--- src/sv/cgs_pkg.sv ---
// ============================================================================
// cgs_pkg
// Shared types, register map and reset values for the cadence gear selector.
// ============================================================================
`default_nettype none

package cgs_pkg;

  // Field widths.
  localparam int SampleW = 10;
  localparam int CountW  = 8;
  localparam int GearW   = 4;

  // Configuration port geometry.
  localparam int AddrW = 5;
  localparam int DataW = 32;
  localparam int RegIdxW = 3;

  // Register indexes (byte address is 4 times the index).
  localparam logic [RegIdxW-1:0] REG_LOW_THRESHOLD  = 3'd0;
  localparam logic [RegIdxW-1:0] REG_HIGH_THRESHOLD = 3'd1;
  localparam logic [RegIdxW-1:0] REG_WINDOW_TICKS   = 3'd2;
  localparam logic [RegIdxW-1:0] REG_FAST_LIMIT     = 3'd3;
  localparam logic [RegIdxW-1:0] REG_SLOW_LIMIT     = 3'd4;
  localparam logic [RegIdxW-1:0] REG_MAX_GEAR       = 3'd5;

  // Register reset values.
  localparam logic [SampleW-1:0] LOW_THRESHOLD_RST  = 10'd200;
  localparam logic [SampleW-1:0] HIGH_THRESHOLD_RST = 10'd700;
  localparam logic [CountW-1:0]  WINDOW_TICKS_RST   = 8'd50;
  localparam logic [CountW-1:0]  FAST_LIMIT_RST     = 8'd5;
  localparam logic [CountW-1:0]  SLOW_LIMIT_RST     = 8'd3;
  localparam logic [GearW-1:0]   MAX_GEAR_RST       = 4'd15;

  // Item kinds.
  localparam logic KIND_SAMPLE = 1'b0;
  localparam logic KIND_TICK   = 1'b1;

  // Lowest gear and full pass count.
  localparam logic [GearW-1:0]  GEAR_MIN   = 4'd1;
  localparam logic [CountW-1:0] COUNT_FULL = 8'hFF;

  typedef struct packed {
    logic [SampleW-1:0] low_threshold;
    logic [SampleW-1:0] high_threshold;
    logic [CountW-1:0]  window_ticks;
    logic [CountW-1:0]  fast_limit;
    logic [CountW-1:0]  slow_limit;
    logic [GearW-1:0]   max_gear;
  } cfg_t;

  typedef struct packed {
    logic             pass_seen;
    logic             indicator;
    logic             gear_changed;
    logic [GearW-1:0] gear;
  } result_t;

endpackage

`default_nettype wire

--- src/sv/cgs_regs.sv ---
// ============================================================================
// cgs_regs
// Configuration register file behind an APB-style port.
// ============================================================================
`default_nettype none

module cgs_regs
  import cgs_pkg::*;
(
  input  wire logic             clk,
  input  wire logic             rst,
  input  wire logic             psel,
  input  wire logic             penable,
  input  wire logic             pwrite,
  input  wire logic [AddrW-1:0] paddr,
  input  wire logic [DataW-1:0] pwdata,
  output logic      [DataW-1:0] prdata,
  output logic                  pready,
  output cfg_t                  cfg
);

  logic               wr_en;
  logic [RegIdxW-1:0] reg_idx;

  assign pready  = 1'b1;
  assign wr_en   = psel && penable && pwrite && pready;
  assign reg_idx = paddr[AddrW-1:2];

  // Register writes; writes outside the map are dropped.
  always_ff @(posedge clk) begin
    if (rst) begin
      cfg.low_threshold  <= LOW_THRESHOLD_RST;
      cfg.high_threshold <= HIGH_THRESHOLD_RST;
      cfg.window_ticks   <= WINDOW_TICKS_RST;
      cfg.fast_limit     <= FAST_LIMIT_RST;
      cfg.slow_limit     <= SLOW_LIMIT_RST;
      cfg.max_gear       <= MAX_GEAR_RST;
    end else if (wr_en) begin
      case (reg_idx)
        REG_LOW_THRESHOLD:  cfg.low_threshold  <= pwdata[SampleW-1:0];
        REG_HIGH_THRESHOLD: cfg.high_threshold <= pwdata[SampleW-1:0];
        REG_WINDOW_TICKS:   cfg.window_ticks   <= pwdata[CountW-1:0];
        REG_FAST_LIMIT:     cfg.fast_limit     <= pwdata[CountW-1:0];
        REG_SLOW_LIMIT:     cfg.slow_limit     <= pwdata[CountW-1:0];
        REG_MAX_GEAR:       cfg.max_gear       <= pwdata[GearW-1:0];
        default: begin
        end
      endcase
    end
  end

  // Read data mux.
  always_comb begin
    prdata = '0;
    case (reg_idx)
      REG_LOW_THRESHOLD:  prdata = {{(DataW-SampleW){1'b0}}, cfg.low_threshold};
      REG_HIGH_THRESHOLD: prdata = {{(DataW-SampleW){1'b0}}, cfg.high_threshold};
      REG_WINDOW_TICKS:   prdata = {{(DataW-CountW){1'b0}}, cfg.window_ticks};
      REG_FAST_LIMIT:     prdata = {{(DataW-CountW){1'b0}}, cfg.fast_limit};
      REG_SLOW_LIMIT:     prdata = {{(DataW-CountW){1'b0}}, cfg.slow_limit};
      REG_MAX_GEAR:       prdata = {{(DataW-GearW){1'b0}}, cfg.max_gear};
      default:            prdata = '0;
    endcase
  end

endmodule

`default_nettype wire

--- src/sv/cgs_engine.sv ---
// ============================================================================
// cgs_engine
// Hysteresis pass detector, tick window counter and gear selection state.
// ============================================================================
`default_nettype none

module cgs_engine
  import cgs_pkg::*;
(
  input  wire logic               clk,
  input  wire logic               rst,
  input  wire logic               step,
  input  wire logic               kind,
  input  wire logic [SampleW-1:0] sample,
  input  wire cfg_t               cfg,
  output result_t                 result
);

  logic              armed;
  logic              armed_next;
  logic [CountW-1:0] pass_count;
  logic [CountW-1:0] pass_count_next;
  logic [CountW-1:0] tick_count;
  logic [CountW-1:0] tick_count_next;
  logic [GearW-1:0]  current_gear;
  logic [GearW-1:0]  current_gear_next;
  logic              indicator_level;
  logic              indicator_level_next;
  logic [CountW:0]   tick_inc;
  logic              changed;
  logic              seen;

  assign tick_inc = {1'b0, tick_count} + {{CountW{1'b0}}, 1'b1};

  // Next-state logic for one item.
  always_comb begin
    armed_next           = armed;
    pass_count_next      = pass_count;
    tick_count_next      = tick_count;
    current_gear_next    = current_gear;
    indicator_level_next = indicator_level;
    changed              = 1'b0;
    seen                 = 1'b0;
    if (step) begin
      if (kind == KIND_SAMPLE) begin
        if (armed) begin
          // A low reading while armed is one magnet pass.
          if (sample <= cfg.low_threshold) begin
            if (pass_count != COUNT_FULL) begin
              pass_count_next = pass_count + 1'b1;
            end
            armed_next           = 1'b0;
            indicator_level_next = 1'b1;
            seen                 = 1'b1;
          end
        end else if (sample >= cfg.high_threshold) begin
          armed_next           = 1'b1;
          indicator_level_next = 1'b0;
        end
      end else begin
        // Window ends once the incremented count exceeds the window length.
        if (tick_inc > {1'b0, cfg.window_ticks}) begin
          if (pass_count > cfg.fast_limit) begin
            if (current_gear < cfg.max_gear) begin
              current_gear_next = current_gear + 1'b1;
              changed           = 1'b1;
            end
          end else if (pass_count < cfg.slow_limit) begin
            if (current_gear > GEAR_MIN) begin
              current_gear_next = current_gear - 1'b1;
              changed           = 1'b1;
            end
          end
          tick_count_next = '0;
          pass_count_next = '0;
        end else begin
          tick_count_next = tick_inc[CountW-1:0];
        end
      end
    end
  end

  // State registers.
  always_ff @(posedge clk) begin
    if (rst) begin
      armed           <= 1'b1;
      pass_count      <= '0;
      tick_count      <= '0;
      current_gear    <= GEAR_MIN;
      indicator_level <= 1'b1;
    end else begin
      armed           <= armed_next;
      pass_count      <= pass_count_next;
      tick_count      <= tick_count_next;
      current_gear    <= current_gear_next;
      indicator_level <= indicator_level_next;
    end
  end

  assign result.gear         = current_gear_next;
  assign result.gear_changed = changed;
  assign result.indicator    = indicator_level_next;
  assign result.pass_seen    = seen;

  // The gear never drops to zero.
  a_gear_nonzero: assert property (@(posedge clk) disable iff (rst)
    current_gear != '0)
    else $error("gear register reached zero");

  // A counted pass leaves the detector disarmed.
  a_pass_disarms: assert property (@(posedge clk) disable iff (rst)
    step && seen |=> !armed && indicator_level)
    else $error("detector still armed after a pass");

  // A gear change closes the window and clears both counters.
  a_change_clears: assert property (@(posedge clk) disable iff (rst)
    step && changed |=> pass_count == '0 && tick_count == '0)
    else $error("counters not cleared after gear change");

endmodule

`default_nettype wire

--- src/sv/cadence_gear_selector_core.sv ---
// ============================================================================
// cadence_gear_selector_core
// Cadence-based gear selector: input register, update logic, result register.
// ============================================================================
// Accepted items pass through the input register, then the state update
// writes the result register.
// Throughput: one item per cycle while m_tready holds, set by the state update loop.
// Reset (rst, synchronous): detector armed, counters cleared, gear 1,
// indicator high, registers at their reset values, both stages empty.
`default_nettype none

module cadence_gear_selector_core
  import cgs_pkg::*;
(
  input  wire logic             clk,
  input  wire logic             rst,
  // Input stream.
  input  wire logic             s_tvalid,
  output logic                  s_tready,
  input  wire logic [15:0]      s_tdata,   // [9:0] sample, [15:10] zero
  input  wire logic             s_tuser,   // [0] kind
  // Result stream.
  output logic                  m_tvalid,
  input  wire logic             m_tready,
  output logic      [7:0]       m_tdata,   // [3:0] gear, [4] gear_changed,
                                           // [5] indicator, [6] pass_seen
  // Configuration port.
  input  wire logic             psel,
  input  wire logic             penable,
  input  wire logic             pwrite,
  input  wire logic [AddrW-1:0] paddr,
  input  wire logic [DataW-1:0] pwdata,
  output logic      [DataW-1:0] prdata,
  output logic                  pready
);

  cfg_t               cfg;
  result_t            result;
  result_t            out_result;
  logic               in_valid;
  logic               in_kind;
  logic [SampleW-1:0] in_sample;
  logic               out_valid;
  logic               out_free;
  logic               step;
  logic               in_accept;

  cgs_regs u_regs (
    .clk     (clk),
    .rst     (rst),
    .psel    (psel),
    .penable (penable),
    .pwrite  (pwrite),
    .paddr   (paddr),
    .pwdata  (pwdata),
    .prdata  (prdata),
    .pready  (pready),
    .cfg     (cfg)
  );

  // Handshake: the input register drains whenever the result register frees.
  assign out_free  = !out_valid || m_tready;
  assign step      = in_valid && out_free;
  assign s_tready  = !in_valid || out_free;
  assign in_accept = s_tvalid && s_tready;

  // Input register.
  always_ff @(posedge clk) begin
    if (rst) begin
      in_valid <= 1'b0;
    end else if (in_accept) begin
      in_valid <= 1'b1;
    end else if (step) begin
      in_valid <= 1'b0;
    end
  end

  always_ff @(posedge clk) begin
    if (in_accept) begin
      in_kind   <= s_tuser;
      in_sample <= s_tdata[SampleW-1:0];
    end
  end

  cgs_engine u_engine (
    .clk    (clk),
    .rst    (rst),
    .step   (step),
    .kind   (in_kind),
    .sample (in_sample),
    .cfg    (cfg),
    .result (result)
  );

  // Result register.
  always_ff @(posedge clk) begin
    if (rst) begin
      out_valid <= 1'b0;
    end else if (out_free) begin
      out_valid <= step;
    end
  end

  always_ff @(posedge clk) begin
    if (step) begin
      out_result <= result;
    end
  end

  assign m_tvalid = out_valid;
  assign m_tdata  = {1'b0, out_result};

  // A blocked item stays in the input register.
  a_in_hold: assert property (@(posedge clk) disable iff (rst)
    in_valid && !out_free |=> in_valid && $stable(in_kind) && $stable(in_sample))
    else $error("input item lost while blocked");

  // The result register only fills when an item moves through.
  a_out_fill: assert property (@(posedge clk) disable iff (rst)
    !out_valid && !step |=> !out_valid)
    else $error("result appeared without an item");

endmodule

`default_nettype wire
--- config.mk ---
export PLATFORM = sky130hd
export DESIGN_NAME = cadence_gear_selector_core
export DESIGN_NICKNAME = d
export VERILOG_FILES = /design/src/sv/cgs_pkg.sv /design/src/sv/cgs_regs.sv /design/src/sv/cgs_engine.sv /design/src/sv/cadence_gear_selector_core.sv
export SDC_FILE = /design/constraint.sdc
export NUM_CORES = 1
export LEC_CHECK = 0
export BUFFER_PORTS_ARGS = -buffer_cell sky130_fd_sc_hd__buf_4
export CAP_MARGIN = 20
export CORE_MARGIN = 4
export CORE_UTILIZATION = 45
export CTS_CLUSTER_DIAMETER = 120
export CTS_CLUSTER_SIZE = 10
export DETAILED_ROUTE_END_ITERATION = 12
export HOLD_SLACK_MARGIN = 0.06
export PLACE_DENSITY = 0.65
export SYNTH_ARGS = -nofsm -noshare
export SYNTH_HDL_FRONTEND = slang
export SYNTH_SLANG_ARGS = --single-unit
export TNS_END_PERCENT = 20
--- constraint.sdc ---
create_clock -name clk -period 4.2 [get_ports clk]
set_clock_uncertainty 0.2 [all_clocks]
set_input_delay 1.05 -clock clk [delete_from_list [all_inputs] [get_ports clk]]
set_output_delay 1.05 -clock clk [all_outputs]
set_load 0.01 [all_outputs]
Word-level counts from Yosys, hierarchy flattened --
Index checks and enable logic that the tools add are counted. W data, S select, Z words.
Operators by class: order comparisons 7, mux-type cells 29, equal/unequal tests 7, $add $sub $neg 4, bitwise operators 2, reduce and logical (&&, ||, !) cells 24
Operators with widths (number):
- $pmux W10 S6 | 1
- $mux W8 | 6
- $mux W4 | 7
- $reduce_and A2 Y1 | 9
- $mux W1 | 15
- $ge A10 B10 Y1 | 1
- $le A10 B10 Y1 | 1
- $add A8 B1 Y9 const B | 1
- $gt A9 B8 Y1 | 1
- $add A8 B1 Y8 const B | 1
- $gt A8 B8 Y1 | 1
- $lt A8 B8 Y1 | 1
- $ne A8 B8 Y1 const B | 1
- $reduce_bool A2 Y1 | 4
- $eq A3 B2 Y1 const B | 2
- $eq A3 B3 Y1 const B | 2
- $reduce_and A5 Y1 | 1
- $add A4 B1 Y4 const B | 1
- $gt A4 B1 Y1 const B | 1
- $logic_and A1 B1 Y1 | 4
- $lt A4 B4 Y1 | 1
- $sub A4 B1 Y4 const B | 1
- $eq A3 B1 Y1 const B | 1
- $logic_not A3 Y1 | 1
- other kinds (5) | 8
Word-level totals: input port bits 61, output and inout port bits 43, flip-flop bits (word level) 90

Logic depth before layout (Yosys ltp) --
word-level depth 7, mapped depth 13, mapped depth without buffers 12

Cells and area by module --
A second synthesis with hierarchy kept.
Unflattened totals: cell total of the unflattened synthesis 615, area total of the unflattened synthesis 5615.4 um^2
Modules (own cells, without submodules):
- cgs_regs | seq. area each 960.9 um^2, times used 1, area an instance 2537.4 um^2, cells an instance 279
- cgs_engine | seq. area each 440.4 um^2, times used 1, area an instance 2422.3 um^2, cells an instance 306
- cadence_gear_selector_core | seq. area each 580.6 um^2, times used 1, area an instance 655.6 um^2, cells an instance 30

Worst setup path after synthesis --
Ideal clock, no wire load.
path type input to output, start point input port paddr[2], end point output port prdata[3], arrival 2.228 ns, buffers on the path 3, setup slack 0.722 ns, stages on the path 5, path through clkbuf_1 -> clkbuf_1 -> clkbuf_1 -> a21oi_1 -> o22ai_1
On the way: cells in the longest elaborated chain, start to end 2
Ends and longest elaborated chain:
- start: declaration | line cadence_gear_selector_core.sv:31 | input wire logic [AddrW-1:0] paddr,
- $eq A3 B3 Y1 (tied with other cells) | line cgs_regs.sv:55 | case (reg_idx)
- $pmux W10 S6 * | line cgs_regs.sv:55
- end: declaration | line cadence_gear_selector_core.sv:33 | output logic [DataW-1:0] prdata,
Mark *: on every way between the ends. The rest lies on a longest branch, timed or not.

Worst setup path in the final report --
start point input port paddr[3], end point output port prdata[2]
The elaborated chain is that of the path after synthesis.

==> metrics.md <==
| Metric | Value |
|---|---|
| Status | finished clean |
| Setup CP Type | primary input to primary output |
| Layout area overhead | 12.6% |
| Crit path buf inv count | 2 |
| CTS sink count | 90 |
| Iter 0 DRT Violations | 300 |
| CP max stage cell | nor2b_1 |
| Area fraction of the dominant cell type after synthesis | 26.1% |
| Cell area after synthesis | 5520 sq um |
| Reg2Reg Depth | 12 |
| Initial antenna violation count | 0 |
| Pin count of the biggest net entering global routing | 67 |
| CTS tree | done |
| Skew-Pair Late Insertion Delay | 350 ps |
| Setup TNS | 0 ps |
| Multi-input gate area | 3150 sq um |
| Critical Path Max Stage Delay | 460 ps |
| Fill cell count | 1131 |
| Most frequent cells in the layout | nor2_1 (79), dfxtp_1 (72), inv_1 (55) |
| DR vias/cell | 5.55 |
| Worst-Margin Slew | 898 ps |
| Terminus of the critical flop-to-flop path | u_engine.pass_count[3]$_SDFFE_PP0P_ |
| Hold Path Class | flop to flop |
| Asr flop ratio synth | 0% |
| Critical-path cell list | buf_4 -> nor2b_1 -> a22oi_1 -> o22a_1 -> o21ai_0 -> buf_4 |
| GRT Max-Usage Layer | met2 |
| Delay-heaviest family, CP | compound AO/OA/AOI/OAI gates |
| Nets@finish | 772 |
| GRT met1 Usage | 23.1% |
| Pins Over Slew Limit | 0 |
| Root Driver | clkbuf_16 |
| Yosys top cell by area | dfxtp_1 |
| GRT met3 Usage | 2.58% |
| Synth Area per Inst | 8.93 sq um |
| Post_cts resized | 0 |
| Crit path required time | 2950 ps |
| Total CTS buffers | 9 |
| Syn. warnings | 0 |
| RSZ-0062 raised after global routing | false |
| Ys flop type | dfxtp_1 |
| Setup crit end kind | primary output |
| Synthesized flop and latch total | 90 |
| DR pass1 iterations | 4 |
| Row cnt | 40 |
| Cell mode on critical path | buf_4 |
| First-pass GRT wire length | 21500 microns |
| Top cells by area, synth | dfxtp_1 (26%), ha_1 (12%), edfxtp_1 (9.8%) |
| Most common cell after layout, fill and taps aside | nor2_1 |
| Post-CTS Setup Repair Bufs | 0 |
| Register area share after synthesis | 35.9% |
| Fmax | 272 MHz |
| Routed wire per std cell | 16.3 microns |
| I/O pin total | 104 |
| Fin crit period | 3680 ps |
| Post-synth EDFFs | 18 |
| Max Buffers Root-to-Sink | 2 |
| DRC viols | 0 |
| All-Layer GR Usage | 19.1% |
| Starting Density | 45.9% |
| Max-Cap Viols | 0 |
| Register area | 1980 sq um |
| Critical path origin | paddr[3] |
| Pwr dens | 309 nW/um^2 |
| Die area | 14100 sq um |
| Clock transition at path regs | 60 ps |
| Port bufs | 49 |
| VDD IR max | 0.164 mV |
| Final core occ | 51.7% |
| Hold path startpoint | u_regs.cfg[47]$_SDFFE_PP0P_ |
| Hpwl dp | 10400 microns |
| Post-route cell area | 6210 sq um |
| CORE AREA | 12000 sq um |
| M2 GR Usage | 33.6% |
| Setup violators final | 0 |
| Antenna Violating Nets Remaining | 0 |
| Period utilisation layout | 87.6% |
| Share of cells above drive strength 1 | 14.0% |
| H-tree depth | 3 |
| Total grt overflow | 0 |
| Unique masters post-synth | 73 |
| Die Wd | 119 microns |
| Hold bufs inserted after CTS | 0 |
| Final hold violations | 0 |
| Critical path fanouts, max | 21 |
| RR Startpoint | u_engine.tick_count[0]$_SDFFE_PP0P_ |
| Routability cong. | 0.866 |
| Cell area after placement | 5930 sq um |
| Die Height | 119 microns |
| Hold depth | 2 |
| Pleak | 2.62 nW |
| Startpoint Class | primary input |
| Levels on crit path | 6 |
| Vias in the first global route | 4349 |
| Mapped Cells | 618 |
| CP arrival | 2430 ps |
| R2r setup slk | 790 ps |
| Antenna fix cells | 0 |
| Vias post-DR | 4510 |
| DRT Wirelength | 13200 microns |
| Worst Hold Path EP | u_regs.cfg[47]$_SDFFE_PP0P_ |
| Slew HR | 39.8% |
## layout make-up
class / count / area share (%)
well taps: 147 / 2.96
clock inverters: 5 / 0.906
inverters: 55 / 3.32
repair buffers: 54 / 6.52
multi-input cells: 450 / 50.7
clock buffers: 11 / 3.74
flip-flops and latches: 90 / 31.9
## worst min-delay path: cells and delay by family (launching register included)
| family | cells | cell delay, ps |
|---|---|---|
| AO/OA/AOI/OAI | 1 | 50 |
| flip-flops | 1 | 320 |
| AND/OR/NAND/NOR | 1 | 60 |
## where the power goes
| group | switching, W | leakage, nW | internal, W | total, W |
|---|---|---|---|---|
| Sequential | 0.0000161 | 0.750 | 0.000902 | 0.000918 |
| Combinational | 0.000118 | 1.73 | 0.0000861 | 0.000204 |
| Clock | 0.000338 | 0.139 | 0.000460 | 0.000798 |
| Total | 0.000472 | 2.62 | 0.00145 | 0.00192 |
## Yosys cell counts (6+ instances only)
master / n
a211o_1: 22
a21oi_1: 28
a22oi_1: 8
buf_4: 25
clkbuf_1: 17
dfxtp_1: 72
edfxtp_1: 18
ha_1: 51
inv_1: 55
mux2i_1: 34
nand2_1: 39
nand2b_1: 6
nand3_1: 8
nand4_1: 7
nor2_1: 79
nor2b_1: 10
nor3_1: 9
o21ai_0: 20
xnor2_1: 8
## metal layers
metal	up-vias	wire [microns]
met5	-	0
met2	105	6600
met1	2158	5790
met3	20	493
met4	0	357
li1	2227	-
## cell families (layout without fill, tap and decap cells)
family                   count (synthesis)  after routing  synth area share, %
buffers and inverters                  100            125                 8.55
AND/OR/NAND/NOR                        199            199                 18.3
adder cells (fa/ha/maj)                 51             51                 11.6
multiplexers                            37             37                 7.05
AO/OA/AOI/OAI                          128            128                 16.8
other                                    2             24                0.136
flip-flops                              90             90                 35.9
XOR/XNOR                                11             11                 1.75
## worst max path at each step
stage           endpoint
4_1_cts        prdata[2]
3_5_place_dp   prdata[2]
3_3_place_gp   prdata[1]
2_1_floorplan  prdata[3]
5_1_grt        prdata[2]
6_report       prdata[2]
## state kept, by name, summed over array words and instances (netlist names)
register and flops:
u_engine.armed 1, in_kind 1, in_valid 1, u_regs.cfg 48, u_engine.pass_count 8, u_engine.current_gear 4
m_tdata 7, u_engine.tick_count 8, m_tvalid 1, u_engine.indicator_level 1, in_sample 10
## metrics by stage
| stage | hold WS, ps | cells | setup WS, ps | power, W |
|---|---|---|---|---|
| 6_report | 276 | 812 | 521 | 0.00192 |
| 2_1_floorplan | 244 | 640 | 722 | 0.00108 |
| 5_1_grt | 295 | 812 | 465 | 0.00199 |
| 3_3_place_gp | 265 | 796 | 561 | 0.00113 |
| 4_1_cts | 273 | 812 | 557 | 0.00194 |
| 3_5_place_dp | 264 | 796 | 561 | 0.00114 |
Note: power is estimated with default switching activity, not from simulation.
